[src/rtl/tsc_pkg.sv]
`timescale 1ns / 1ps
// ----------------------------------------------------------------------------
// Tracking speed controller package
// Shared widths, register map, sequencer states and a saturation helper function.
// ----------------------------------------------------------------------------
package tsc_pkg;

  localparam int HISTORY_DEPTH_DEF = 8;
  localparam int POS_WIDTH_DEF     = 16;

  localparam int IN_POS_W  = 16;
  localparam int TICK_W    = 20;
  localparam int CFG_W     = 16;
  localparam int LIMIT_W   = 15;
  localparam int SPEED_W   = 10;
  localparam int LIM_W     = SPEED_W - 1;
  localparam int OUT_MAX   = (1 << LIM_W) - 1;
  localparam int ONE_PIXEL = 16;

  localparam int ERR_W        = 32;
  localparam int MUL_A_W      = ERR_W + 1;
  localparam int MUL_B_W      = CFG_W + 1;
  localparam int PROD_W       = MUL_A_W + MUL_B_W;
  localparam int CENTER_SHIFT = 12;
  localparam int ROUND_SHIFT  = 16;
  localparam int ROUND_HALF   = 1 << (ROUND_SHIFT - 1);
  localparam int OBJ_SHIFT    = 9;
  localparam int OBJ_FACTOR   = 31250;
  localparam int DIVIDEND_W   = 56;
  localparam int ACC_W        = DIVIDEND_W + 2;
  localparam int MAG_W        = ACC_W - ROUND_SHIFT;

  localparam int APB_DATA_W = 32;
  localparam int APB_ADDR_W = 4;

  localparam logic [CFG_W-1:0]   SCALE_X_RST = 16'd986;
  localparam logic [CFG_W-1:0]   SCALE_Y_RST = 16'd986;
  localparam logic [CFG_W-1:0]   GAIN_RST    = 16'd13107;
  localparam logic [LIMIT_W-1:0] LIMIT_RST   = 15'd400;

  typedef enum logic [1:0] {
    REG_SCALE_X,
    REG_SCALE_Y,
    REG_GAIN,
    REG_LIMIT
  } reg_idx_t;

  typedef struct packed {
    logic [CFG_W-1:0]   scale_x;
    logic [CFG_W-1:0]   scale_y;
    logic [CFG_W-1:0]   gain;
    logic [LIMIT_W-1:0] limit;
  } cfg_t;

  typedef struct packed {
    logic busy;
    logic done;
  } div_status_t;

  typedef enum logic [3:0] {
    S_IDLE,
    S_UPD,
    S_MX,
    S_MY,
    S_EY,
    S_CG,
    S_CD,
    S_DV,
    S_DW,
    S_SUM,
    S_RND,
    S_LIM,
    S_DONE
  } state_t;

  function automatic logic signed [ERR_W-1:0] sat_err(input logic signed [PROD_W-1:0] v);
    logic fits;
    fits = (&v[PROD_W-1:ERR_W-1]) || (~|v[PROD_W-1:ERR_W-1]);
    if (fits) begin
      return $signed(v[ERR_W-1:0]);
    end else if (v[PROD_W-1]) begin
      return $signed({1'b1, {(ERR_W-1){1'b0}}});
    end else begin
      return $signed({1'b0, {(ERR_W-1){1'b1}}});
    end
  endfunction

endpackage

[src/rtl/tsc_stream_if.sv]
`timescale 1ns / 1ps
// ----------------------------------------------------------------------------
// Tracking speed controller channels
// Valid/ready channels for tick items and speed results.
// ----------------------------------------------------------------------------
interface tsc_in_if import tsc_pkg::*; ();
  logic                valid;
  logic                ready;
  logic [IN_POS_W-1:0] pos_x;
  logic [IN_POS_W-1:0] pos_y;
  logic [TICK_W-1:0]   tick_us;
  logic                restart;
  logic                manual;

  modport source(output valid, pos_x, pos_y, tick_us, restart, manual, input ready);
  modport sink(input valid, pos_x, pos_y, tick_us, restart, manual, output ready);
endinterface

interface tsc_out_if import tsc_pkg::*; ();
  logic                      valid;
  logic                      ready;
  logic signed [SPEED_W-1:0] azm_speed;
  logic signed [SPEED_W-1:0] alt_speed;
  logic                      drive_valid;

  modport source(output valid, azm_speed, alt_speed, drive_valid, input ready);
  modport sink(input valid, azm_speed, alt_speed, drive_valid, output ready);
endinterface

[src/rtl/tsc_cfg_regs.sv]
`timescale 1ns / 1ps
// ----------------------------------------------------------------------------
// Tracking speed controller configuration registers
// APB-style register file holding image scales, gain and speed limit.
// ----------------------------------------------------------------------------
module tsc_cfg_regs import tsc_pkg::*; (
  input  logic                  clk,
  input  logic                  rst_n,
  input  logic                  psel,
  input  logic                  penable,
  input  logic                  pwrite,
  input  logic [APB_ADDR_W-1:0] paddr,
  input  logic [APB_DATA_W-1:0] pwdata,
  output logic [APB_DATA_W-1:0] prdata,
  output logic                  pready,
  output cfg_t                  cfg
);

  cfg_t     cfg_r;
  reg_idx_t idx;
  logic     wr_en;

  assign idx    = reg_idx_t'(paddr[APB_ADDR_W-1:2]);
  assign wr_en  = psel && penable && pwrite;
  assign pready = 1'b1;
  assign cfg    = cfg_r;

  always_ff @(posedge clk) begin
    if (!rst_n) begin
      cfg_r.scale_x <= SCALE_X_RST;
      cfg_r.scale_y <= SCALE_Y_RST;
      cfg_r.gain    <= GAIN_RST;
      cfg_r.limit   <= LIMIT_RST;
    end else if (wr_en) begin
      unique case (idx)
        REG_SCALE_X: cfg_r.scale_x <= pwdata[CFG_W-1:0];
        REG_SCALE_Y: cfg_r.scale_y <= pwdata[CFG_W-1:0];
        REG_GAIN:    cfg_r.gain    <= pwdata[CFG_W-1:0];
        REG_LIMIT:   cfg_r.limit   <= pwdata[LIMIT_W-1:0];
        default:     cfg_r         <= cfg_r;
      endcase
    end
  end

  always_comb begin
    unique case (idx)
      REG_SCALE_X: prdata = APB_DATA_W'(cfg_r.scale_x);
      REG_SCALE_Y: prdata = APB_DATA_W'(cfg_r.scale_y);
      REG_GAIN:    prdata = APB_DATA_W'(cfg_r.gain);
      REG_LIMIT:   prdata = APB_DATA_W'(cfg_r.limit);
      default:     prdata = '0;
    endcase
  end

endmodule

[src/rtl/tsc_mul.sv]
`timescale 1ns / 1ps
// ----------------------------------------------------------------------------
// Tracking speed controller shared multiplier
// Signed multiplier with a registered product, shared by all scaling steps.
// ----------------------------------------------------------------------------
module tsc_mul import tsc_pkg::*; (
  input  logic                      clk,
  input  logic signed [MUL_A_W-1:0] mul_a,
  input  logic signed [MUL_B_W-1:0] mul_b,
  output logic signed [PROD_W-1:0]  prod_r
);

  always_ff @(posedge clk) begin
    prod_r <= PROD_W'(mul_a) * PROD_W'(mul_b);
  end

endmodule

[src/rtl/tsc_div.sv]
`timescale 1ns / 1ps
// ----------------------------------------------------------------------------
// Tracking speed controller divider
// Unsigned restoring divider that retires two quotient bits per cycle.
// ----------------------------------------------------------------------------
module tsc_div import tsc_pkg::*; #(
  parameter int DIVISOR_W = TICK_W + 3
) (
  input  logic                  clk,
  input  logic                  rst_n,
  input  logic                  start,
  input  logic [DIVIDEND_W-1:0] dividend,
  input  logic [DIVISOR_W-1:0]  divisor,
  output div_status_t           status,
  output logic [DIVIDEND_W-1:0] quotient
);

  localparam int STEPS = DIVIDEND_W / 2;
  localparam int CNT_W = $clog2(STEPS + 1);

  logic                  busy_r;
  logic                  done_r;
  logic [CNT_W-1:0]      cnt_r;
  logic [DIVISOR_W-1:0]  rem_r;
  logic [DIVISOR_W-1:0]  rem_nxt;
  logic [DIVIDEND_W-1:0] quo_r;
  logic [DIVIDEND_W-1:0] quo_nxt;
  logic [DIVISOR_W-1:0]  dsr_r;

  always_comb begin
    logic [DIVISOR_W:0]    trial;
    logic [DIVISOR_W-1:0]  rem;
    logic [DIVIDEND_W-1:0] q;
    rem = rem_r;
    q   = quo_r;
    for (int i = 0; i < 2; i++) begin
      trial = {rem, q[DIVIDEND_W-1]};
      q     = {q[DIVIDEND_W-2:0], 1'b0};
      if (trial >= {1'b0, dsr_r}) begin
        rem  = DIVISOR_W'(trial - {1'b0, dsr_r});
        q[0] = 1'b1;
      end else begin
        rem = trial[DIVISOR_W-1:0];
      end
    end
    rem_nxt = rem;
    quo_nxt = q;
  end

  always_ff @(posedge clk) begin
    if (!rst_n) begin
      busy_r <= 1'b0;
      done_r <= 1'b0;
      cnt_r  <= '0;
    end else begin
      done_r <= 1'b0;
      if (start) begin
        busy_r <= 1'b1;
        cnt_r  <= CNT_W'(STEPS);
      end else if (busy_r) begin
        cnt_r <= cnt_r - CNT_W'(1);
        if (cnt_r == CNT_W'(1)) begin
          busy_r <= 1'b0;
          done_r <= 1'b1;
        end
      end
    end
  end

  always_ff @(posedge clk) begin
    if (start) begin
      rem_r <= '0;
      quo_r <= dividend;
      dsr_r <= divisor;
    end else if (busy_r) begin
      rem_r <= rem_nxt;
      quo_r <= quo_nxt;
    end
  end

  assign status.busy = busy_r;
  assign status.done = done_r;
  assign quotient    = quo_r;

endmodule

[src/rtl/tsc_core.sv]
`timescale 1ns / 1ps
// ----------------------------------------------------------------------------
// Tracking speed controller core
// Sequencer, tracking state and histories around the shared multiplier and
// divider, with the registered result stage.
// ----------------------------------------------------------------------------
module tsc_core import tsc_pkg::*; #(
  parameter int HISTORY_DEPTH = HISTORY_DEPTH_DEF,
  parameter int POS_WIDTH     = POS_WIDTH_DEF
) (
  input  logic      clk,
  input  logic      rst_n,
  input  cfg_t      cfg,
  tsc_in_if.sink    in_chan,
  tsc_out_if.source out_chan
);

  localparam int TSW    = TICK_W + $clog2(HISTORY_DEPTH);
  localparam int PIW    = (POS_WIDTH < IN_POS_W) ? POS_WIDTH : IN_POS_W;
  localparam int DIFF_W = POS_WIDTH + 1;
  localparam logic signed [PROD_W-1:0] CEN_BIAS = PROD_W'((1 << CENTER_SHIFT) - 1);

  state_t state_r, state_nxt;
  logic   axis_r;
  logic   started_r;

  logic [POS_WIDTH-1:0] pos_x_r, pos_y_r;
  logic [TICK_W-1:0]    tick_r;
  logic                 restart_r, manual_r;

  logic [POS_WIDTH-1:0] sp_x_r, sp_y_r, lp_x_r, lp_y_r;
  logic signed [ERR_W-1:0] eh_x_r [HISTORY_DEPTH];
  logic signed [ERR_W-1:0] eh_y_r [HISTORY_DEPTH];
  logic [TICK_W-1:0]    th_r [HISTORY_DEPTH];
  logic [TSW-1:0]       tsum_r;

  logic signed [DIFF_W-1:0]  diff_x_r, diff_y_r;
  logic signed [MUL_A_W-1:0] delta_r;
  logic signed [ACC_W-1:0]   acc_r;
  logic                      neg_r;
  logic [MAG_W-1:0]          rmag_r;
  logic                      rneg_r;
  logic signed [SPEED_W-1:0] res_azm_r, res_alt_r;
  logic                      res_drv_r;

  logic                      out_valid_r;
  logic signed [SPEED_W-1:0] out_azm_r, out_alt_r;
  logic                      out_drv_r;

  logic signed [MUL_A_W-1:0] mul_a;
  logic signed [MUL_B_W-1:0] mul_b;
  logic signed [PROD_W-1:0]  prod_r;

  logic                  div_start;
  logic [DIVIDEND_W-1:0] div_dividend;
  logic [DIVIDEND_W-1:0] div_q;
  div_status_t           div_status;

  logic                    accept;
  logic                    out_load;
  logic                    lost;
  logic [POS_WIDTH-1:0]    pe_x, pe_y, spn_x, spn_y;
  logic signed [DIFF_W-1:0] diff_x, diff_y;
  logic signed [ERR_W-1:0] err0, errl;
  logic signed [PROD_W-1:0] cen;
  logic [PROD_W-1:0]       pmag;
  logic signed [ACC_W-1:0] q_ext;
  logic [ACC_W-1:0]        rsum;
  logic [LIM_W-1:0]        lim;
  logic [LIM_W-1:0]        mag9;
  logic signed [SPEED_W-1:0] spd;
  logic signed [SPEED_W-1:0] lim_s;

  tsc_mul u_mul (
    .clk    (clk),
    .mul_a  (mul_a),
    .mul_b  (mul_b),
    .prod_r (prod_r)
  );

  tsc_div #(.DIVISOR_W(TSW)) u_div (
    .clk      (clk),
    .rst_n    (rst_n),
    .start    (div_start),
    .dividend (div_dividend),
    .divisor  (tsum_r),
    .status   (div_status),
    .quotient (div_q)
  );

  assign in_chan.ready = (state_r == S_IDLE);
  assign accept        = in_chan.valid && in_chan.ready;
  assign out_load      = (state_r == S_DONE) && (!out_valid_r || out_chan.ready);

  assign lost  = (pos_x_r < POS_WIDTH'(ONE_PIXEL)) && (pos_y_r < POS_WIDTH'(ONE_PIXEL));
  assign pe_x  = lost ? lp_x_r : pos_x_r;
  assign pe_y  = lost ? lp_y_r : pos_y_r;
  assign spn_x = manual_r ? pe_x : sp_x_r;
  assign spn_y = manual_r ? pe_y : sp_y_r;
  assign diff_x = $signed({1'b0, pe_x}) - $signed({1'b0, spn_x});
  assign diff_y = $signed({1'b0, pe_y}) - $signed({1'b0, spn_y});

  assign err0 = axis_r ? eh_y_r[0] : eh_x_r[0];
  assign errl = axis_r ? eh_y_r[HISTORY_DEPTH-1] : eh_x_r[HISTORY_DEPTH-1];

  assign cen  = prod_r[PROD_W-1] ? ((prod_r + CEN_BIAS) >>> CENTER_SHIFT)
                                 : (prod_r >>> CENTER_SHIFT);
  assign pmag = prod_r[PROD_W-1] ? (PROD_W'(0) - prod_r) : prod_r;
  assign div_dividend = {pmag[DIVIDEND_W-OBJ_SHIFT-1:0], {OBJ_SHIFT{1'b0}}};
  assign q_ext = $signed(ACC_W'(div_q));
  assign rsum  = acc_r[ACC_W-1] ? (ACC_W'(ROUND_HALF) - acc_r) : (acc_r + ACC_W'(ROUND_HALF));

  assign lim   = (cfg.limit > LIMIT_W'(OUT_MAX)) ? LIM_W'(OUT_MAX) : cfg.limit[LIM_W-1:0];
  assign lim_s = $signed({1'b0, lim});
  assign mag9  = (rmag_r > MAG_W'(lim)) ? lim : rmag_r[LIM_W-1:0];
  assign spd   = rneg_r ? $signed(SPEED_W'(0) - {1'b0, mag9}) : $signed({1'b0, mag9});

  always_comb begin
    state_nxt = state_r;
    mul_a     = '0;
    mul_b     = '0;
    div_start = 1'b0;
    unique case (state_r)
      S_IDLE: begin
        if (accept) begin
          state_nxt = S_UPD;
        end
      end
      S_UPD: begin
        if (restart_r || !started_r) begin
          state_nxt = S_DONE;
        end else begin
          state_nxt = S_MX;
        end
      end
      S_MX: begin
        mul_a     = MUL_A_W'(diff_x_r);
        mul_b     = $signed({1'b0, cfg.scale_x});
        state_nxt = S_MY;
      end
      S_MY: begin
        mul_a     = MUL_A_W'(diff_y_r);
        mul_b     = $signed({1'b0, cfg.scale_y});
        state_nxt = S_EY;
      end
      S_EY: begin
        state_nxt = manual_r ? S_DONE : S_CG;
      end
      S_CG: begin
        mul_a     = MUL_A_W'(err0);
        mul_b     = $signed({1'b0, cfg.gain});
        state_nxt = S_CD;
      end
      S_CD: begin
        mul_a     = delta_r;
        mul_b     = $signed(MUL_B_W'(OBJ_FACTOR));
        state_nxt = S_DV;
      end
      S_DV: begin
        if (tsum_r == '0) begin
          state_nxt = S_RND;
        end else begin
          div_start = 1'b1;
          state_nxt = S_DW;
        end
      end
      S_DW: begin
        if (div_status.done) begin
          state_nxt = S_SUM;
        end
      end
      S_SUM: state_nxt = S_RND;
      S_RND: state_nxt = S_LIM;
      S_LIM: state_nxt = axis_r ? S_DONE : S_CG;
      S_DONE: begin
        if (out_load) begin
          state_nxt = S_IDLE;
        end
      end
      default: state_nxt = S_IDLE;
    endcase
  end

  always_ff @(posedge clk) begin
    if (!rst_n) begin
      state_r     <= S_IDLE;
      axis_r      <= 1'b0;
      started_r   <= 1'b0;
      out_valid_r <= 1'b0;
    end else begin
      state_r <= state_nxt;
      if (state_r == S_UPD && restart_r) begin
        started_r <= 1'b1;
      end
      if (state_r == S_EY) begin
        axis_r <= 1'b0;
      end else if (state_r == S_LIM) begin
        axis_r <= 1'b1;
      end
      if (out_load) begin
        out_valid_r <= 1'b1;
      end else if (out_chan.ready) begin
        out_valid_r <= 1'b0;
      end
    end
  end

  always_ff @(posedge clk) begin
    if (accept) begin
      pos_x_r   <= POS_WIDTH'(in_chan.pos_x[PIW-1:0]);
      pos_y_r   <= POS_WIDTH'(in_chan.pos_y[PIW-1:0]);
      tick_r    <= in_chan.tick_us;
      restart_r <= in_chan.restart;
      manual_r  <= in_chan.manual;
    end

    unique case (state_r)
      S_UPD: begin
        res_azm_r <= '0;
        res_alt_r <= '0;
        res_drv_r <= 1'b0;
        if (restart_r) begin
          sp_x_r <= pos_x_r;
          sp_y_r <= pos_y_r;
          lp_x_r <= pos_x_r;
          lp_y_r <= pos_y_r;
          for (int k = 0; k < HISTORY_DEPTH; k++) begin
            eh_x_r[k] <= '0;
            eh_y_r[k] <= '0;
            th_r[k]   <= tick_r;
          end
          tsum_r <= TSW'(tick_r) * TSW'(HISTORY_DEPTH);
        end else if (started_r) begin
          lp_x_r   <= pe_x;
          lp_y_r   <= pe_y;
          sp_x_r   <= spn_x;
          sp_y_r   <= spn_y;
          diff_x_r <= diff_x;
          diff_y_r <= diff_y;
          for (int k = HISTORY_DEPTH - 1; k > 0; k--) begin
            th_r[k] <= th_r[k-1];
          end
          th_r[0] <= tick_r;
          tsum_r  <= tsum_r - TSW'(th_r[HISTORY_DEPTH-1]) + TSW'(tick_r);
        end
      end
      S_MY: begin
        for (int k = HISTORY_DEPTH - 1; k > 0; k--) begin
          eh_x_r[k] <= eh_x_r[k-1];
        end
        eh_x_r[0] <= sat_err(prod_r);
      end
      S_EY: begin
        for (int k = HISTORY_DEPTH - 1; k > 0; k--) begin
          eh_y_r[k] <= eh_y_r[k-1];
        end
        eh_y_r[0] <= sat_err(prod_r);
      end
      S_CG: begin
        delta_r <= MUL_A_W'(err0) - MUL_A_W'(errl);
      end
      S_CD: begin
        acc_r <= ACC_W'(cen);
      end
      S_DV: begin
        neg_r <= prod_r[PROD_W-1];
      end
      S_SUM: begin
        acc_r <= neg_r ? (acc_r - q_ext) : (acc_r + q_ext);
      end
      S_RND: begin
        rmag_r <= rsum[ACC_W-1:ROUND_SHIFT];
        rneg_r <= acc_r[ACC_W-1] ^ axis_r;
      end
      S_LIM: begin
        if (axis_r) begin
          res_alt_r <= spd;
          res_drv_r <= 1'b1;
        end else begin
          res_azm_r <= spd;
        end
      end
      default: begin
      end
    endcase

    if (out_load) begin
      out_azm_r <= res_azm_r;
      out_alt_r <= res_alt_r;
      out_drv_r <= res_drv_r;
    end
  end

  assign out_chan.valid       = out_valid_r;
  assign out_chan.azm_speed   = out_azm_r;
  assign out_chan.alt_speed   = out_alt_r;
  assign out_chan.drive_valid = out_drv_r;

  a_speed_in_limit: assert property (@(posedge clk) disable iff (!rst_n)
    out_valid_r && out_drv_r |-> (out_azm_r <= lim_s) && (out_azm_r >= -lim_s) &&
                                 (out_alt_r <= lim_s) && (out_alt_r >= -lim_s))
    else $error("speed result beyond the configured limit");

  a_idle_speed_zero: assert property (@(posedge clk) disable iff (!rst_n)
    out_valid_r && !out_drv_r |-> (out_azm_r == '0) && (out_alt_r == '0))
    else $error("nonzero speed without drive");

  a_no_drive_before_start: assert property (@(posedge clk) disable iff (!rst_n)
    out_valid_r && !started_r |-> !out_drv_r)
    else $error("drive given before the first restart");

  a_div_owned: assert property (@(posedge clk) disable iff (!rst_n)
    div_status.busy |-> (state_r == S_DW))
    else $error("divider running outside its wait state");

endmodule

[src/rtl/tracking_speed_controller_top.sv]
`timescale 1ns / 1ps
// ----------------------------------------------------------------------------
// Tracking speed controller
// A normal tick runs the gain step and one division in the shared radix-4 divider
// for each axis, the division skipped while the tick sum is zero. A manual tick
// stops after the error histories; a restart tick, or a tick before the first
// restart, goes straight to the result. One tick is in work at a time; the next
// transfer is taken in the cycle after the result is stored.
// Synchronous active-low reset restores register defaults and waits for restart.
// ----------------------------------------------------------------------------
module tracking_speed_controller_top import tsc_pkg::*; #(
  parameter int HISTORY_DEPTH = HISTORY_DEPTH_DEF,
  parameter int POS_WIDTH     = POS_WIDTH_DEF
) (
  input  logic                  clk,
  input  logic                  rst_n,
  tsc_in_if.sink                in_chan,
  tsc_out_if.source             out_chan,
  input  logic                  psel,
  input  logic                  penable,
  input  logic                  pwrite,
  input  logic [APB_ADDR_W-1:0] paddr,
  input  logic [APB_DATA_W-1:0] pwdata,
  output logic [APB_DATA_W-1:0] prdata,
  output logic                  pready
);

  cfg_t cfg;

  tsc_cfg_regs u_cfg (
    .clk     (clk),
    .rst_n   (rst_n),
    .psel    (psel),
    .penable (penable),
    .pwrite  (pwrite),
    .paddr   (paddr),
    .pwdata  (pwdata),
    .prdata  (prdata),
    .pready  (pready),
    .cfg     (cfg)
  );

  tsc_core #(
    .HISTORY_DEPTH (HISTORY_DEPTH),
    .POS_WIDTH     (POS_WIDTH)
  ) u_core (
    .clk      (clk),
    .rst_n    (rst_n),
    .cfg      (cfg),
    .in_chan  (in_chan),
    .out_chan (out_chan)
  );

endmodule
[src/flat_wrapper.sv]
// flat-port wrapper written by rule: the top's interface ports become plain ports
module tracking_speed_controller_top_flat import tsc_pkg::*;
#(
  parameter int HISTORY_DEPTH = HISTORY_DEPTH_DEF,
  parameter int POS_WIDTH     = POS_WIDTH_DEF
)
  (clk, rst_n, psel, penable, pwrite, paddr, pwdata, prdata, pready, in_chan_valid, in_chan_pos_x, in_chan_pos_y, in_chan_tick_us, in_chan_restart, in_chan_manual, in_chan_ready, out_chan_valid, out_chan_azm_speed, out_chan_alt_speed, out_chan_drive_valid, out_chan_ready);
  tsc_in_if in_chan_i ();
  tsc_out_if out_chan_i ();
  input  logic clk;
  input  logic rst_n;
  input  logic psel;
  input  logic penable;
  input  logic pwrite;
  input  logic [APB_ADDR_W-1:0] paddr;
  input  logic [APB_DATA_W-1:0] pwdata;
  output logic [APB_DATA_W-1:0] prdata;
  output logic pready;
  input wire logic [$bits(in_chan_i.valid)-1:0] in_chan_valid;
  input wire logic [$bits(in_chan_i.pos_x)-1:0] in_chan_pos_x;
  input wire logic [$bits(in_chan_i.pos_y)-1:0] in_chan_pos_y;
  input wire logic [$bits(in_chan_i.tick_us)-1:0] in_chan_tick_us;
  input wire logic [$bits(in_chan_i.restart)-1:0] in_chan_restart;
  input wire logic [$bits(in_chan_i.manual)-1:0] in_chan_manual;
  output wire logic [$bits(in_chan_i.ready)-1:0] in_chan_ready;
  output wire logic [$bits(out_chan_i.valid)-1:0] out_chan_valid;
  output wire logic [$bits(out_chan_i.azm_speed)-1:0] out_chan_azm_speed;
  output wire logic [$bits(out_chan_i.alt_speed)-1:0] out_chan_alt_speed;
  output wire logic [$bits(out_chan_i.drive_valid)-1:0] out_chan_drive_valid;
  input wire logic [$bits(out_chan_i.ready)-1:0] out_chan_ready;
  assign in_chan_i.valid = in_chan_valid;
  assign in_chan_i.pos_x = in_chan_pos_x;
  assign in_chan_i.pos_y = in_chan_pos_y;
  assign in_chan_i.tick_us = in_chan_tick_us;
  assign in_chan_i.restart = in_chan_restart;
  assign in_chan_i.manual = in_chan_manual;
  assign in_chan_ready = in_chan_i.ready;
  assign out_chan_valid = out_chan_i.valid;
  assign out_chan_azm_speed = out_chan_i.azm_speed;
  assign out_chan_alt_speed = out_chan_i.alt_speed;
  assign out_chan_drive_valid = out_chan_i.drive_valid;
  assign out_chan_i.ready = out_chan_ready;
  tracking_speed_controller_top #(.HISTORY_DEPTH(HISTORY_DEPTH), .POS_WIDTH(POS_WIDTH)) u_core (.clk(clk), .rst_n(rst_n), .in_chan(in_chan_i), .out_chan(out_chan_i), .psel(psel), .penable(penable), .pwrite(pwrite), .paddr(paddr), .pwdata(pwdata), .prdata(prdata), .pready(pready));
endmodule
[config.mk]
export PLATFORM = sky130hd
export DESIGN_NAME = tracking_speed_controller_top_flat
export DESIGN_NICKNAME = d
export VERILOG_FILES = /design/src/rtl/tsc_pkg.sv /design/src/rtl/tsc_stream_if.sv /design/src/rtl/tsc_cfg_regs.sv /design/src/rtl/tsc_mul.sv /design/src/rtl/tsc_div.sv /design/src/rtl/tsc_core.sv /design/src/rtl/tracking_speed_controller_top.sv /design/src/flat_wrapper.sv
export SDC_FILE = /design/constraint.sdc
export NUM_CORES = 2
export LEC_CHECK = 0
export ABC_AREA = 1
export BUFFER_PORTS_ARGS = -buffer_cell sky130_fd_sc_hd__buf_2
export CORE_UTILIZATION = 60
export DETAILED_ROUTE_END_ITERATION = 16
export PLACE_DENSITY = 0.77
export SLEW_MARGIN = 10
export SYNTH_ARGS = -nofsm -noshare
export SYNTH_HDL_FRONTEND = slang
export SYNTH_SLANG_ARGS = --single-unit
[constraint.sdc]
create_clock -name clk -period 23.7 [get_ports clk]
set_clock_uncertainty 0.1 [all_clocks]
set_input_delay 7.11 -clock clk [delete_from_list [all_inputs] [get_ports clk]]
set_output_delay 7.11 -clock clk [all_outputs]
set_load 0.1 [all_outputs]
==> impl_metrics.csv <==
group,metric,value,unit
timing,worst_slew_pin_slew,1210,ps
timing,hold_viol,0,
finish,final_cell_mix,"inv_1 (1915), nand2_1 (1897), nor2_1 (1384)",
place,dp_slack,7560,ps
floorplan,die_area,144000,um2
timing,slew_violations,0,
global_routing,busiest_layer,"met2",
timing,max_freq,62.1,MHz
floorplan,pin_count,153,
global_routing,grt_pass1_wl,371,mm
clock_network,cts_htree_levels,4,
timing,slew_headroom,0.190,
route,drc,0,
synthesis,synth.ff_latch_count,1253,
floorplan,fp.dieW,379,um
global_routing,grt_use_total,0.339,
floorplan,core,141000,um2
clock_network,cts.sinks,1253,
route,final_antenna_net_count,0,
timing,fin_crit_sh,0.680,
synthesis,ys_warn_count,0,
floorplan,initial_core_util,0.604,
route,wl,243,mm
floorplan,die_h,379,um
route,initialDrtViolationCount,6966,
finish,fill_cells,11600,
clock_network,cts_tree,"built",
finish,drive_gt1_frac,0.0495,
finish,n_antenna_cell,0,
timing,fin_hold_ws,321,ps
timing,rsz0062_at_grt,"no",
global_routing,grt_max_degree,116,
synthesis,syn_area,85500,um2
setup_path,worstPathArrival,8900,ps
timing,finalSetupTns,0,ps
clock_network,clk_path_buf_depth,3,
finish,layout_commonest_cell,"inv_1",
power,p_leak,40.9,nW
route,num_vias,67500,
clock_network,cts_buffers,135,
power,ir_drop,0.0833,mV
timing,worst_slack,7590,ps
global_routing,use_met2,0.533,
worst_hold_path,min_path_type,"flop to flop",
route,viasPerCell,5.66,
floorplan,rows,138,
synthesis,synth_edf_count,1094,
synthesis,synth_cell_types,66,
place,gp_congestion,1.01,
clock_network,insertion_delay,810,ps
synthesis,yosysSeqAreaShare,0.422,
clock_network,post_cts_buffers,0,
route,wl_per_cell,20.3,um
setup_path,path_class,"input port to output port",
status,status,"complete, no violations",
place,portBuffers,117,
power,powerDensity,92.2,nW/um2
finish,syn_to_final_growth,7.79,%
clock_network,ctsHoldBuffers,0,
setup_path,start_kind,"input port",
route,dr.pass1.iters,8,
global_routing,gr-usage-met3,0.0607,
finish,fin_nets,10900,
timing,min_period,16110,ps
clock_network,clkTransAtPathRegs,60,ps
clock_network,ctsResizeCount,0,
synthesis,async_flop_share,0,
place,place_hpwl,182,mm
global_routing,use_met1,0.463,
flow_run,cap_violations,0,
setup_path,required,16490,ps
global_routing,grt_pass1_vias,65400,
setup_path,end_kind,"output port",
synthesis,avgSynthCellArea,8.61,um2
timing,setup_violations,0,
global_routing,overflow,0,
synthesis,synthCells,9927,
global_routing,antenna_found_initial,6,
clock_network,cts-root-buf,"clkbuf_16",
setup_path,cp_max_fo,13,
synthesis,synth_flop_cell,"edfxtp_1",
[kinds of logic (layout without fill, tap and decap cells)]
logic type      count (synthesis)  count (layout)  synth area share
compound gates               1243            1243            0.0822
buf+inv                      2277            2380             0.102
other cells                     2              17         0.0000879
xor+xnor                      270             270            0.0277
flops                        1253            1253             0.422
simple gates                 3993            3993             0.190
fa+ha+maj                     856             856             0.172
mux                            33              33           0.00386
[where the power goes]
group          total [mW]  internal, mW  switching [mW]
clock network        2.10          1.17           0.924
logic                3.08         0.775            2.30
registers            3.32          3.11           0.210
[cell type report]
class                   count  area, um2  area share
multi-input cells        6412      40900       0.444
flip-flops and latches   1253      36000       0.391
inverters                1953       7350      0.0798
clock buffers             175       3570      0.0388
well taps                1890       2360      0.0257
repair buffers            189       1130      0.0122
clock inverters            63        823     0.00894
[final timing paths]
check / slack [ps] / endpoint / cells past startpoint / from
worst min-delay path: 320 / u_core.u_core.out_chan.alt_speed[4]$_DFFE_PP_ / 0 / u_core.u_core.res_alt_r[4]$_DFFE_PP_
worst max register to register: 14000 / u_core.u_core.u_mul.prod_r[43]$_DFF_P_ / 29 / u_core.u_core.state_r[0]$_SDFFE_PN0P_
worst min register to register: 320 / u_core.u_core.out_chan.alt_speed[4]$_DFFE_PP_ / 0 / u_core.u_core.res_alt_r[4]$_DFFE_PP_
worst max-delay path: 7590 / prdata[5] / 7 / paddr[3]
[layer usage]
metal  share of wire  vias to the layer above
met5         0.00025                        -
met2            0.45                     3048
met4           0.046                        8
li1                -                    31600
met3           0.087                      653
met1            0.41                    32200
[cells in the mapped netlist, types with 32 or more instances]
| library cell | n | share of area |
|---|---|---|
| clkbuf_1 | 195 | 0.0086 |
| edfxtp_1 | 1094 | 0.38 |
| mux2i_1 | 33 | 0.0039 |
| nand4_1 | 101 | 0.0074 |
| nor2_1 | 1388 | 0.061 |
| inv_1 | 1915 | 0.084 |
| nor4_1 | 65 | 0.0048 |
| a31oi_1 | 43 | 0.0031 |
| nand3_1 | 320 | 0.019 |
| ha_1 | 327 | 0.048 |
| o21ai_1 | 101 | 0.0059 |
| buf_2 | 90 | 0.0053 |
| a21o_1 | 32 | 0.0028 |
| xor2_1 | 203 | 0.021 |
| nand2_1 | 1902 | 0.084 |
| nor3_1 | 132 | 0.0077 |
| fa_1 | 529 | 0.12 |
| o21ai_0 | 480 | 0.028 |
| dfxtp_1 | 159 | 0.037 |
| a21oi_1 | 379 | 0.022 |
| xnor2_1 | 67 | 0.0069 |
| a32o_1 | 34 | 0.0040 |
[sequential cells by signal, summed over array words and instances (netlist names), 20 cells and up]
name and flops:
u_core.u_core.u_div.quotient 56, u_core.u_core.tick_r 20, u_core.u_core.u_mul.prod_r 50, u_core.u_core.acc_r 58, u_core.u_core.rmag_r 42, u_core.u_cfg.cfg 63
u_core.u_core.eh_y_r 256, u_core.u_core.th_r 160, u_core.u_core.eh_x_r 256, u_core.u_core.tsum_r 23, u_core.u_core.u_div.dsr_r 23, u_core.u_core.u_div.rem_r 23
u_core.u_core.delta_r 33
[per-stage QoR]
step	instances	power, mW	cell area [um2]	utilization
after floorplan	9942	5.45	85500	-
after global placement	11700	6.27	87700	0.620
after detailed placement	11700	6.36	87700	0.620
after CTS	11900	8.47	92100	0.652
after global routing	11900	8.94	92100	0.652
final	11900	8.50	92100	0.652
[critical path, stage by stage]
cell,delay (ps)
buf_2,110
inv_1,40
nor2_1,80
buf_4,220
inv_1,140
o2111ai_1,620
buf_2,560
No activity file was read; power rests on OpenSTA's default activity.
